--- src/rtl/core/ctu_pkg.sv ---
// Shared types and constants of the custody table engine.
// No dependencies.
`timescale 1ns / 1ps
`default_nettype none
package ctu_pkg;

  localparam int TABLE_DEPTH_DEF = 16;
  localparam logic [31:0] MAX_SIZE_RESET = 32'd65536;
  localparam logic [3:0] VERSION_V6 = 4'd6;

  typedef enum logic [1:0] {
    REQ_ACCEPT  = 2'd0,
    REQ_RELEASE = 2'd1,
    REQ_FIND    = 2'd2,
    REQ_QUERY   = 2'd3
  } req_kind_t;

  localparam logic [2:0] STAT_OK        = 3'd0;
  localparam logic [2:0] STAT_NON_V6    = 3'd1;
  localparam logic [2:0] STAT_FULL      = 3'd2;
  localparam logic [2:0] STAT_HELD      = 3'd3;
  localparam logic [2:0] STAT_TOO_LARGE = 3'd4;
  localparam logic [2:0] STAT_NON_SINGLE = 3'd5;
  localparam logic [2:0] STAT_REDUNDANT = 3'd6;

  // One table row
  typedef struct packed {
    logic [15:0] handle;
    logic [63:0] timestamp;
    logic [15:0] sequence_nr;
    logic [31:0] source;
    logic        fragment;
    logic [31:0] offset;
    logic [31:0] length;
  } entry_t;

  localparam int ENTRY_W = $bits(entry_t);

  // Classified request as queued between front and back
  typedef struct packed {
    req_kind_t kind;
    entry_t    key;
    logic      other_retention;
    logic      too_large;
    logic      non_single;
    logic      is_v6;
  } req_t;

  typedef enum logic [2:0] {
    ST_IDLE,
    ST_SCAN,
    ST_DECIDE,
    ST_SHIFT,
    ST_RESP
  } back_state_t;

endpackage
`default_nettype wire

--- src/rtl/core/custody_table_engine_unit.sv ---
// Custody table engine: one request in, one result beat out.
// Flow: the held rows are scanned, one RAM read per row, and the request is decided;
// a release that finds its handle also compacts the table before its result.
// Throughput: one request at a time; a 2-deep queue takes new beats meanwhile.
// Reset: synchronous rst empties the table and sets the size limit to 65536.
`timescale 1ns / 1ps
`default_nettype none
module custody_table_engine_unit #(
  parameter int TABLE_DEPTH = ctu_pkg::TABLE_DEPTH_DEF
) (
  input  wire logic        clk,
  input  wire logic        rst,
  input  wire logic        cfg_write,
  input  wire logic [31:0] cfg_data,
  input  wire logic        in_valid,
  output logic             in_stall,
  input  wire logic [1:0]  req_type,
  input  wire logic [15:0] bundle_handle,
  input  wire logic [63:0] create_time,
  input  wire logic [15:0] seq_num,
  input  wire logic [31:0] source_id,
  input  wire logic        is_fragment,
  input  wire logic [31:0] frag_offset,
  input  wire logic [31:0] payload_length,
  input  wire logic [31:0] serialized_size,
  input  wire logic [3:0]  bp_version,
  input  wire logic        singleton_dest,
  input  wire logic        other_retention,
  output logic             out_valid,
  input  wire logic        out_stall,
  output logic [2:0]       status,
  output logic             found,
  output logic [15:0]      match_handle,
  output logic             drop_bundle,
  output logic             custodian_set
);

  logic          q_valid, q_pop;
  ctu_pkg::req_t q_data;

  ctu_front u_front (
    .clk                (clk),
    .rst                (rst),
    .cfg_write          (cfg_write),
    .cfg_data           (cfg_data),
    .in_valid           (in_valid),
    .in_stall           (in_stall),
    .req_type           (req_type),
    .bundle_handle      (bundle_handle),
    .create_time        (create_time),
    .seq_num            (seq_num),
    .source_id          (source_id),
    .is_fragment        (is_fragment),
    .frag_offset        (frag_offset),
    .payload_length     (payload_length),
    .serialized_size    (serialized_size),
    .bp_version         (bp_version),
    .singleton_dest     (singleton_dest),
    .other_retention    (other_retention),
    .q_valid            (q_valid),
    .q_data             (q_data),
    .q_pop              (q_pop)
  );

  ctu_back #(
    .TABLE_DEPTH (TABLE_DEPTH)
  ) u_back (
    .clk           (clk),
    .rst           (rst),
    .q_valid       (q_valid),
    .q_data        (q_data),
    .q_pop         (q_pop),
    .out_valid     (out_valid),
    .out_stall     (out_stall),
    .status        (status),
    .found         (found),
    .match_handle  (match_handle),
    .drop_bundle   (drop_bundle),
    .custodian_set (custodian_set)
  );

endmodule
`default_nettype wire

--- src/rtl/core/ctu_ram.sv ---
// Generic single-write, single-read RAM with registered read data.
// No dependencies.
`timescale 1ns / 1ps
`default_nettype none
module ctu_ram #(
  parameter int WIDTH = 8,
  parameter int DEPTH = 16,
  localparam int AW = (DEPTH > 1) ? $clog2(DEPTH) : 1
) (
  input  wire logic             clk,
  input  wire logic             wr_en,
  input  wire logic [AW-1:0]    wr_addr,
  input  wire logic [WIDTH-1:0] wr_data,
  input  wire logic             rd_en,
  input  wire logic [AW-1:0]    rd_addr,
  output logic      [WIDTH-1:0] rd_data
);

  logic [WIDTH-1:0] mem [DEPTH];

  // Write port and registered read port
  always_ff @(posedge clk) begin
    if (wr_en) begin
      mem[wr_addr] <= wr_data;
    end
    if (rd_en) begin
      rd_data <= mem[rd_addr];
    end
  end

endmodule
`default_nettype wire

--- src/rtl/core/ctu_front.sv ---
// Front end: accepts request beats, classifies them and queues them.
// Holds the size limit register. Depends on ctu_pkg.
`timescale 1ns / 1ps
`default_nettype none
module ctu_front (
  input  wire logic                clk,
  input  wire logic                rst,
  input  wire logic                cfg_write,
  input  wire logic [31:0]         cfg_data,
  input  wire logic                in_valid,
  output logic                     in_stall,
  input  wire logic [1:0]          req_type,
  input  wire logic [15:0]         bundle_handle,
  input  wire logic [63:0]         create_time,
  input  wire logic [15:0]         seq_num,
  input  wire logic [31:0]         source_id,
  input  wire logic                is_fragment,
  input  wire logic [31:0]         frag_offset,
  input  wire logic [31:0]         payload_length,
  input  wire logic [31:0]         serialized_size,
  input  wire logic [3:0]          bp_version,
  input  wire logic                singleton_dest,
  input  wire logic                other_retention,
  output logic                     q_valid,
  output ctu_pkg::req_t            q_data,
  input  wire logic                q_pop
);

  logic [31:0]    max_size;
  ctu_pkg::req_t  slot [2];
  logic           wr_ptr, rd_ptr;
  logic [1:0]     fill;
  ctu_pkg::req_t  cls;
  logic           push;

  // Classify the incoming beat
  always_comb begin
    cls.kind              = ctu_pkg::req_kind_t'(req_type);
    cls.key.handle        = bundle_handle;
    cls.key.timestamp     = create_time;
    cls.key.sequence_nr   = seq_num;
    cls.key.source        = source_id;
    cls.key.fragment      = is_fragment;
    cls.key.offset        = frag_offset;
    cls.key.length        = payload_length;
    cls.other_retention   = other_retention;
    cls.too_large         = serialized_size > max_size;
    cls.is_v6             = bp_version == ctu_pkg::VERSION_V6;
    cls.non_single        = cls.is_v6 && !singleton_dest;
  end

  assign in_stall = fill[1];
  assign push     = in_valid && !in_stall;
  assign q_valid  = fill != 2'd0;
  assign q_data   = slot[rd_ptr];

  // Hold the size limit
  always_ff @(posedge clk) begin
    if (rst) begin
      max_size <= ctu_pkg::MAX_SIZE_RESET;
    end else if (cfg_write) begin
      max_size <= cfg_data;
    end
  end

  // Two-slot queue toward the back end
  always_ff @(posedge clk) begin
    if (rst) begin
      wr_ptr <= 1'b0;
      rd_ptr <= 1'b0;
      fill   <= 2'd0;
    end else begin
      if (push) begin
        wr_ptr <= !wr_ptr;
      end
      if (q_pop && q_valid) begin
        rd_ptr <= !rd_ptr;
      end
      fill <= fill + {1'b0, push} - {1'b0, q_pop && q_valid};
    end
  end

  always_ff @(posedge clk) begin
    if (push) begin
      slot[wr_ptr] <= cls;
    end
  end

endmodule
`default_nettype wire

--- src/rtl/core/ctu_back.sv ---
// Back end: scans the table, decides, appends or compacts, and drives results.
// Depends on ctu_pkg and ctu_ram.
`timescale 1ns / 1ps
`default_nettype none
module ctu_back #(
  parameter int TABLE_DEPTH = ctu_pkg::TABLE_DEPTH_DEF
) (
  input  wire logic           clk,
  input  wire logic           rst,
  input  wire logic           q_valid,
  input  wire ctu_pkg::req_t  q_data,
  output logic                q_pop,
  output logic                out_valid,
  input  wire logic           out_stall,
  output logic [2:0]          status,
  output logic                found,
  output logic [15:0]         match_handle,
  output logic                drop_bundle,
  output logic                custodian_set
);

  localparam int AW = (TABLE_DEPTH > 1) ? $clog2(TABLE_DEPTH) : 1;
  localparam int CW = $clog2(TABLE_DEPTH + 1);
  localparam logic [CW-1:0] DEPTH_C = CW'(TABLE_DEPTH);

  ctu_pkg::back_state_t state, state_next;
  ctu_pkg::req_t  req, req_next;
  logic [CW-1:0]  count, count_next;
  logic [CW-1:0]  idx, idx_next;
  logic           pend, pend_next;
  logic [CW-1:0]  pend_idx, pend_idx_next;
  logic           hit_h, hit_h_next, hit_k, hit_k_next;
  logic [CW-1:0]  h_pos, h_pos_next;
  logic [15:0]    k_handle, k_handle_next;
  logic [2:0]     r_status, r_status_next;
  logic           r_found, r_found_next, r_drop, r_drop_next, r_cust, r_cust_next;
  logic           out_valid_next, load;

  logic                rd_en, wr_en;
  logic [AW-1:0]       rd_addr, wr_addr;
  ctu_pkg::entry_t     rd_entry, wr_entry;
  logic [ctu_pkg::ENTRY_W-1:0] rd_bits;

  logic scan_more, key_eq, handle_eq;

  ctu_ram #(
    .WIDTH (ctu_pkg::ENTRY_W),
    .DEPTH (TABLE_DEPTH)
  ) u_table (
    .clk     (clk),
    .wr_en   (wr_en),
    .wr_addr (wr_addr),
    .wr_data (wr_entry),
    .rd_en   (rd_en),
    .rd_addr (rd_addr),
    .rd_data (rd_bits)
  );

  assign rd_entry  = ctu_pkg::entry_t'(rd_bits);
  assign scan_more = idx < count;
  assign handle_eq = rd_entry.handle == req.key.handle;
  assign key_eq    = rd_entry.timestamp == req.key.timestamp
                  && rd_entry.sequence_nr == req.key.sequence_nr
                  && rd_entry.source == req.key.source
                  && (!rd_entry.fragment
                      || (rd_entry.offset == req.key.offset
                          && rd_entry.length == req.key.length));
  assign load = !out_valid || !out_stall;

  // Next state
  always_comb begin
    state_next = state;
    case (state)
      ctu_pkg::ST_IDLE:   if (q_valid) state_next = ctu_pkg::ST_SCAN;
      ctu_pkg::ST_SCAN:   if (!scan_more && !pend) state_next = ctu_pkg::ST_DECIDE;
      ctu_pkg::ST_DECIDE: begin
        if (req.kind == ctu_pkg::REQ_RELEASE && hit_h) begin
          state_next = ctu_pkg::ST_SHIFT;
        end else begin
          state_next = ctu_pkg::ST_RESP;
        end
      end
      ctu_pkg::ST_SHIFT:  if (!scan_more && !pend) state_next = ctu_pkg::ST_RESP;
      ctu_pkg::ST_RESP:   if (load) state_next = ctu_pkg::ST_IDLE;
      default:            state_next = ctu_pkg::ST_IDLE;
    endcase
  end

  // Datapath and memory control
  always_comb begin
    q_pop          = 1'b0;
    req_next       = req;
    count_next     = count;
    idx_next       = idx;
    pend_next      = 1'b0;
    pend_idx_next  = pend_idx;
    hit_h_next     = hit_h;
    hit_k_next     = hit_k;
    h_pos_next     = h_pos;
    k_handle_next  = k_handle;
    r_status_next  = r_status;
    r_found_next   = r_found;
    r_drop_next    = r_drop;
    r_cust_next    = r_cust;
    out_valid_next = out_valid && out_stall;
    rd_en          = 1'b0;
    rd_addr        = idx[AW-1:0];
    wr_en          = 1'b0;
    wr_addr        = AW'(pend_idx - 1'b1);
    wr_entry       = rd_entry;
    case (state)
      ctu_pkg::ST_IDLE: begin
        q_pop      = q_valid;
        req_next   = q_data;
        idx_next   = '0;
        hit_h_next = 1'b0;
        hit_k_next = 1'b0;
      end
      ctu_pkg::ST_SCAN: begin
        // Issue one read a cycle, compare the previous read
        if (scan_more) begin
          rd_en         = 1'b1;
          pend_next     = 1'b1;
          pend_idx_next = idx;
          idx_next      = idx + 1'b1;
        end
        if (pend) begin
          if (handle_eq && !hit_h) begin
            hit_h_next = 1'b1;
            h_pos_next = pend_idx;
          end
          if (key_eq && !hit_k) begin
            hit_k_next    = 1'b1;
            k_handle_next = rd_entry.handle;
          end
        end
      end
      ctu_pkg::ST_DECIDE: begin
        r_status_next = ctu_pkg::STAT_OK;
        r_found_next  = 1'b0;
        r_drop_next   = 1'b0;
        r_cust_next   = 1'b0;
        k_handle_next = '0;
        case (req.kind)
          ctu_pkg::REQ_ACCEPT: begin
            if (count >= DEPTH_C) begin
              r_status_next = ctu_pkg::STAT_FULL;
            end else if (hit_h) begin
              r_status_next = ctu_pkg::STAT_HELD;
            end else if (req.too_large) begin
              r_status_next = ctu_pkg::STAT_TOO_LARGE;
            end else if (req.non_single) begin
              r_status_next = ctu_pkg::STAT_NON_SINGLE;
            end else if (hit_k) begin
              r_status_next = ctu_pkg::STAT_REDUNDANT;
            end else begin
              // Append at the end of the table
              wr_en      = 1'b1;
              wr_addr    = count[AW-1:0];
              wr_entry   = req.key;
              count_next = count + 1'b1;
              if (req.is_v6) begin
                r_cust_next = 1'b1;
              end else begin
                r_status_next = ctu_pkg::STAT_NON_V6;
              end
            end
          end
          ctu_pkg::REQ_RELEASE: begin
            r_found_next = hit_h;
            r_drop_next  = hit_h && !req.other_retention;
            idx_next     = h_pos + 1'b1;
          end
          ctu_pkg::REQ_FIND: begin
            r_found_next  = hit_k;
            k_handle_next = hit_k ? k_handle : 16'd0;
          end
          ctu_pkg::REQ_QUERY: r_found_next = hit_h;
          default: r_found_next = 1'b0;
        endcase
      end
      ctu_pkg::ST_SHIFT: begin
        // Move each later row down by one to close the gap
        if (scan_more) begin
          rd_en         = 1'b1;
          pend_next     = 1'b1;
          pend_idx_next = idx;
          idx_next      = idx + 1'b1;
        end
        if (pend) begin
          wr_en = 1'b1;
        end
        if (!scan_more && !pend) begin
          count_next = count - 1'b1;
        end
      end
      ctu_pkg::ST_RESP: begin
        if (load) begin
          out_valid_next = 1'b1;
        end
      end
      default: q_pop = 1'b0;
    endcase
  end

  always_ff @(posedge clk) begin
    if (rst) begin
      state     <= ctu_pkg::ST_IDLE;
      count     <= '0;
      pend      <= 1'b0;
      out_valid <= 1'b0;
    end else begin
      state     <= state_next;
      count     <= count_next;
      pend      <= pend_next;
      out_valid <= out_valid_next;
    end
  end

  always_ff @(posedge clk) begin
    req      <= req_next;
    idx      <= idx_next;
    pend_idx <= pend_idx_next;
    hit_h    <= hit_h_next;
    hit_k    <= hit_k_next;
    h_pos    <= h_pos_next;
    k_handle <= k_handle_next;
    r_status <= r_status_next;
    r_found  <= r_found_next;
    r_drop   <= r_drop_next;
    r_cust   <= r_cust_next;
    if (state == ctu_pkg::ST_RESP && load) begin
      status        <= r_status;
      found         <= r_found;
      match_handle  <= k_handle;
      drop_bundle   <= r_drop;
      custodian_set <= r_cust;
    end
  end

endmodule
`default_nettype wire

--- config.mk ---
export PLATFORM = sky130hd
export DESIGN_NAME = custody_table_engine_unit
export DESIGN_NICKNAME = d
export VERILOG_FILES = /design/src/rtl/core/ctu_pkg.sv /design/src/rtl/core/custody_table_engine_unit.sv /design/src/rtl/core/ctu_ram.sv /design/src/rtl/core/ctu_front.sv /design/src/rtl/core/ctu_back.sv
export SDC_FILE = /design/constraint.sdc
export NUM_CORES = 2
export LEC_CHECK = 0
export BUFFER_PORTS_ARGS = -buffer_cell sky130_fd_sc_hd__buf_2
export CAP_MARGIN = 20
export CORE_UTILIZATION = 35
export CTS_CLUSTER_SIZE = 24
export DETAILED_ROUTE_END_ITERATION = 10
export PLACE_DENSITY_LB_ADDON = 0.08
export SYNTH_ARGS = -nofsm -noshare
export SYNTH_HDL_FRONTEND = slang
export SYNTH_SLANG_ARGS = --single-unit
--- constraint.sdc ---
create_clock -name clk -period 29.9 [get_ports clk]
set_input_delay 5.98 -clock clk [delete_from_list [all_inputs] [get_ports clk]]
set_output_delay 5.98 -clock clk [all_outputs]
set_load 0.05 [all_outputs]
==> results.yml <==
outcome:
  status: "complete, no violations"
timing:
  drv_slew: 0
  fin_crit_ns: 7.98
  clock_skew_ns: 0.0462
  worst_pin_slew_ns: 1.12
  grt_setup_unrepaired: "no"
  finalSetupViolations: 0
  final-hold-violation-count: 0
  max_freq_mhz: 125
  relSlewSlack_pct: 24.9
  tns_ns: 0
  period_share_pct: 26.7
die:
  die_y_um: 660
  design.portCount: 294
  die_area_um2: 435000
  core_um2: 431000
  initial_core_util_pct: 35.2
  die_w_um: 660
  row_count: 241
cts:
  h-tree-depth: 5
  cts_sinks: 3985
  numCtsBuffers: 436
  cts_hold_buf: 0
  clock-root-buffer: "clkbuf_16"
  cts_tree: "built"
  worstSkewPairLatency_ns: 0.99
  cts.clk_slew.worst_paths_ns: 0.06
  post_cts.repair.setup_buffers: 0
  cts_resized: 0
  clockBufferDepth: 4
critical_path:
  cp_common_cell: "buf_4"
  max_stage_delay_ns: 0.75
  cp_max_fo: 48
  crit_arrival_ns: 8.57
  end_kind: "register"
  cp_data_required_time_ns: 30.49
  crit_slowest_cell: "buf_4"
  cp-start-kind: "input port"
  path_class: "in2reg"
  crit_chain: "buf_2 > nor2b_1 > nor2b_4 > buf_4 > buf_4 > buf_4"
synthesis:
  syn_avg_cell_area_um2: 22.8
  syn_nets: 6972
  ys_ff_latch: 3985
  syn_area_um2: 151000
  async_flop_share_pct: 0
  synth_edf_count: 3939
  netlist_instances: 6658
  ys_seq_area_share_pct: 78.7
  yosys.area.top_type_share_pct: 78.1
  synth_area_leaders: "edfxtp_1 78%, mux4_2 14%, mux2_2 1.5%"
  synth_cell_types: 62
  ys.flop_type: "edfxtp_1"
  synth.largest_area_cell: "edfxtp_1"
  synth_warnings: 0
detailed_routing:
  num_vias: 68900
  first_pass_iters: 5
  ant_nets: 0
  vias_per_cell: 5.15
  wire_per_inst_um: 30.9
  first_iter_violations: 5774
  drcViolationCount: 0
  routed_wl_um: 413000
placed_design:
  port_buffers: 293
  gp_congestion: 0.741
  place_area_um2: 160000
  dp_hpwl_um: 223000
  post-place-cells: 12600
power_and_ir_drop:
  p_seq_share_pct: 46.9
  p_leak_nw: 54.6
  p_int_mw: 11.1
  combPwrFrac_pct: 20.0
  swShare_pct: 28.2
  p_sw_mw: 4.35
  powerDensity_nw_per_um2: 88.8
  p_total_mw: 15.4
  ir_drop_mv: 0.0533
  power_frac_clock_pct: 33.1
run:
  maxCapViolations: 0
final_layout:
  final_area_um2: 174000
  nets: 7613
  layout-drive-gt1-share_pct: 29.8
  utilization_pct: 40.4
  final_cells: 13400
  areaGrowthSynthToFinish_pct: 14.8
  final_cell_mix: "3939 x edfxtp_1, 965 x mux4_2, 534 x nand2_1, 437 x clkbuf_16, 294 x buf_2"
  final_common_cell: "edfxtp_1"
  nFillCells: 37700
grt:
  grt_pass1_wl_um: 580000
  grt-ovfl-total: 0
  grt_usage_pct: 18.8
  antenna_found_initial: 34
  grt_pass1_vias: 73300
  grt_max_degree: 114
worst_hold_path:
  hold_class: "reg2reg"
power by group through the flow:
stage          sequential [mW]  clock [mW]  combinational (mW)
2_1_floorplan             7.23           0                2.10
3_3_place_gp              7.38           0                3.15
3_5_place_dp              7.38           0                3.17
4_1_cts                   7.27        5.26                3.19
5_1_grt                   7.28        5.47                3.33
6_report                  7.25        5.12                3.09
cells by family after synthesis:
logic type / count (synthesis) / share of synthesized area, %
xor+xnor: 168 / 0.971
mux: 1197 / 16.0
fa+ha+maj: 44 / 0.368
simple gates: 729 / 2.03
flops: 3985 / 78.7
compound gates: 148 / 0.648
buf+inv: 387 / 1.24
cell type report:
type                            instances  area, µm²  share of cell area (%)
Clock inverter                        254       2130                    1.23
Timing Repair Buffer                  501       3230                    1.86
Clock buffer                          540      11300                    6.51
Multi-Input combinational cell       2286      30500                    17.6
Antenna cell                            6       15.0                 0.00863
Inverter                               89        342                   0.196
Tap cell                             5710       7140                    4.11
Sequential cell                      3985     119000                    68.5
metrics by stage:
stage	setup slack [ns]	hold slack, ns
5_1_grt	21.77	0.427
4_1_cts	21.87	0.423
6_report	21.92	0.420
3_5_place_dp	20.79	0.410
3_3_place_gp	20.89	0.409
2_1_floorplan	14.14	0.400
metal layers:
metal  global-route usage, %  wire, µm  up-vias
met1                    26.6    187000    37900
met5                       0       119        -
met4                    3.54      7490       18
met3                    2.47     16000      516
met2                    31.4    202000     1482
li1                        -         -    29000
path summary, 6_finish.rpt:
kind,startpoint,endpoint,slack (ns),cells past startpoint
worst max-delay path,in_valid,u_front.slot[0][31],21.92,6
worst min-delay path,u_back.k_handle[3],u_back.match_handle[3],0.42,0
worst max register to register,u_back.state[1],u_back.u_table.mem[6][77],22.61,10
worst min register to register,u_back.k_handle[3],u_back.match_handle[3],0.42,0
worst max-delay path: cells and delay by family:
| kind | cells | cell delay [ns] |
|---|---|---|
| buffers and inverters | 4 | 1.84 |
| and+or+nand+nor | 2 | 0.52 |
Yosys cell counts (all sizes together), types with 2 or more instances:
cell type / count
buf: 160
o2111ai: 2
mux2: 199
a221oi: 9
nand2: 535
a22o: 6
a211oi: 3
nor3: 10
nor4: 28
edfxtp: 3939
a31oi: 4
dfxtp: 46
o31ai: 2
nand4: 40
inv: 89
clkbuf: 138
nand3b: 2
mux4: 965
and2: 19
o2bb2ai: 10
o22ai: 15
or4: 2
a21o: 18
o21ai: 49
a32oi: 2
nand3: 3
o21a: 2
nand2b: 5
a21oi: 17
nor2: 70
xor2: 63
mux2i: 33
ha: 43
nor2b: 8
xnor2: 105
registers in the layout, summed over array words and instances, names as in the netlist, 2 cells and up:
register,count
u_front.fill,2
u_back.k_handle,16
u_back.pend_idx,5
u_back.h_pos,5
u_back.u_table.mem,3088
u_back.state,3
u_back.idx,5
u_front.max_size,32
u_back.count,5
u_back.r_status,3
u_back.req,199
u_back.u_table.rd_data,193
u_back.match_handle,16
u_front.slot,398
u_back.status,3
Power figures use the tool's default switching activity.
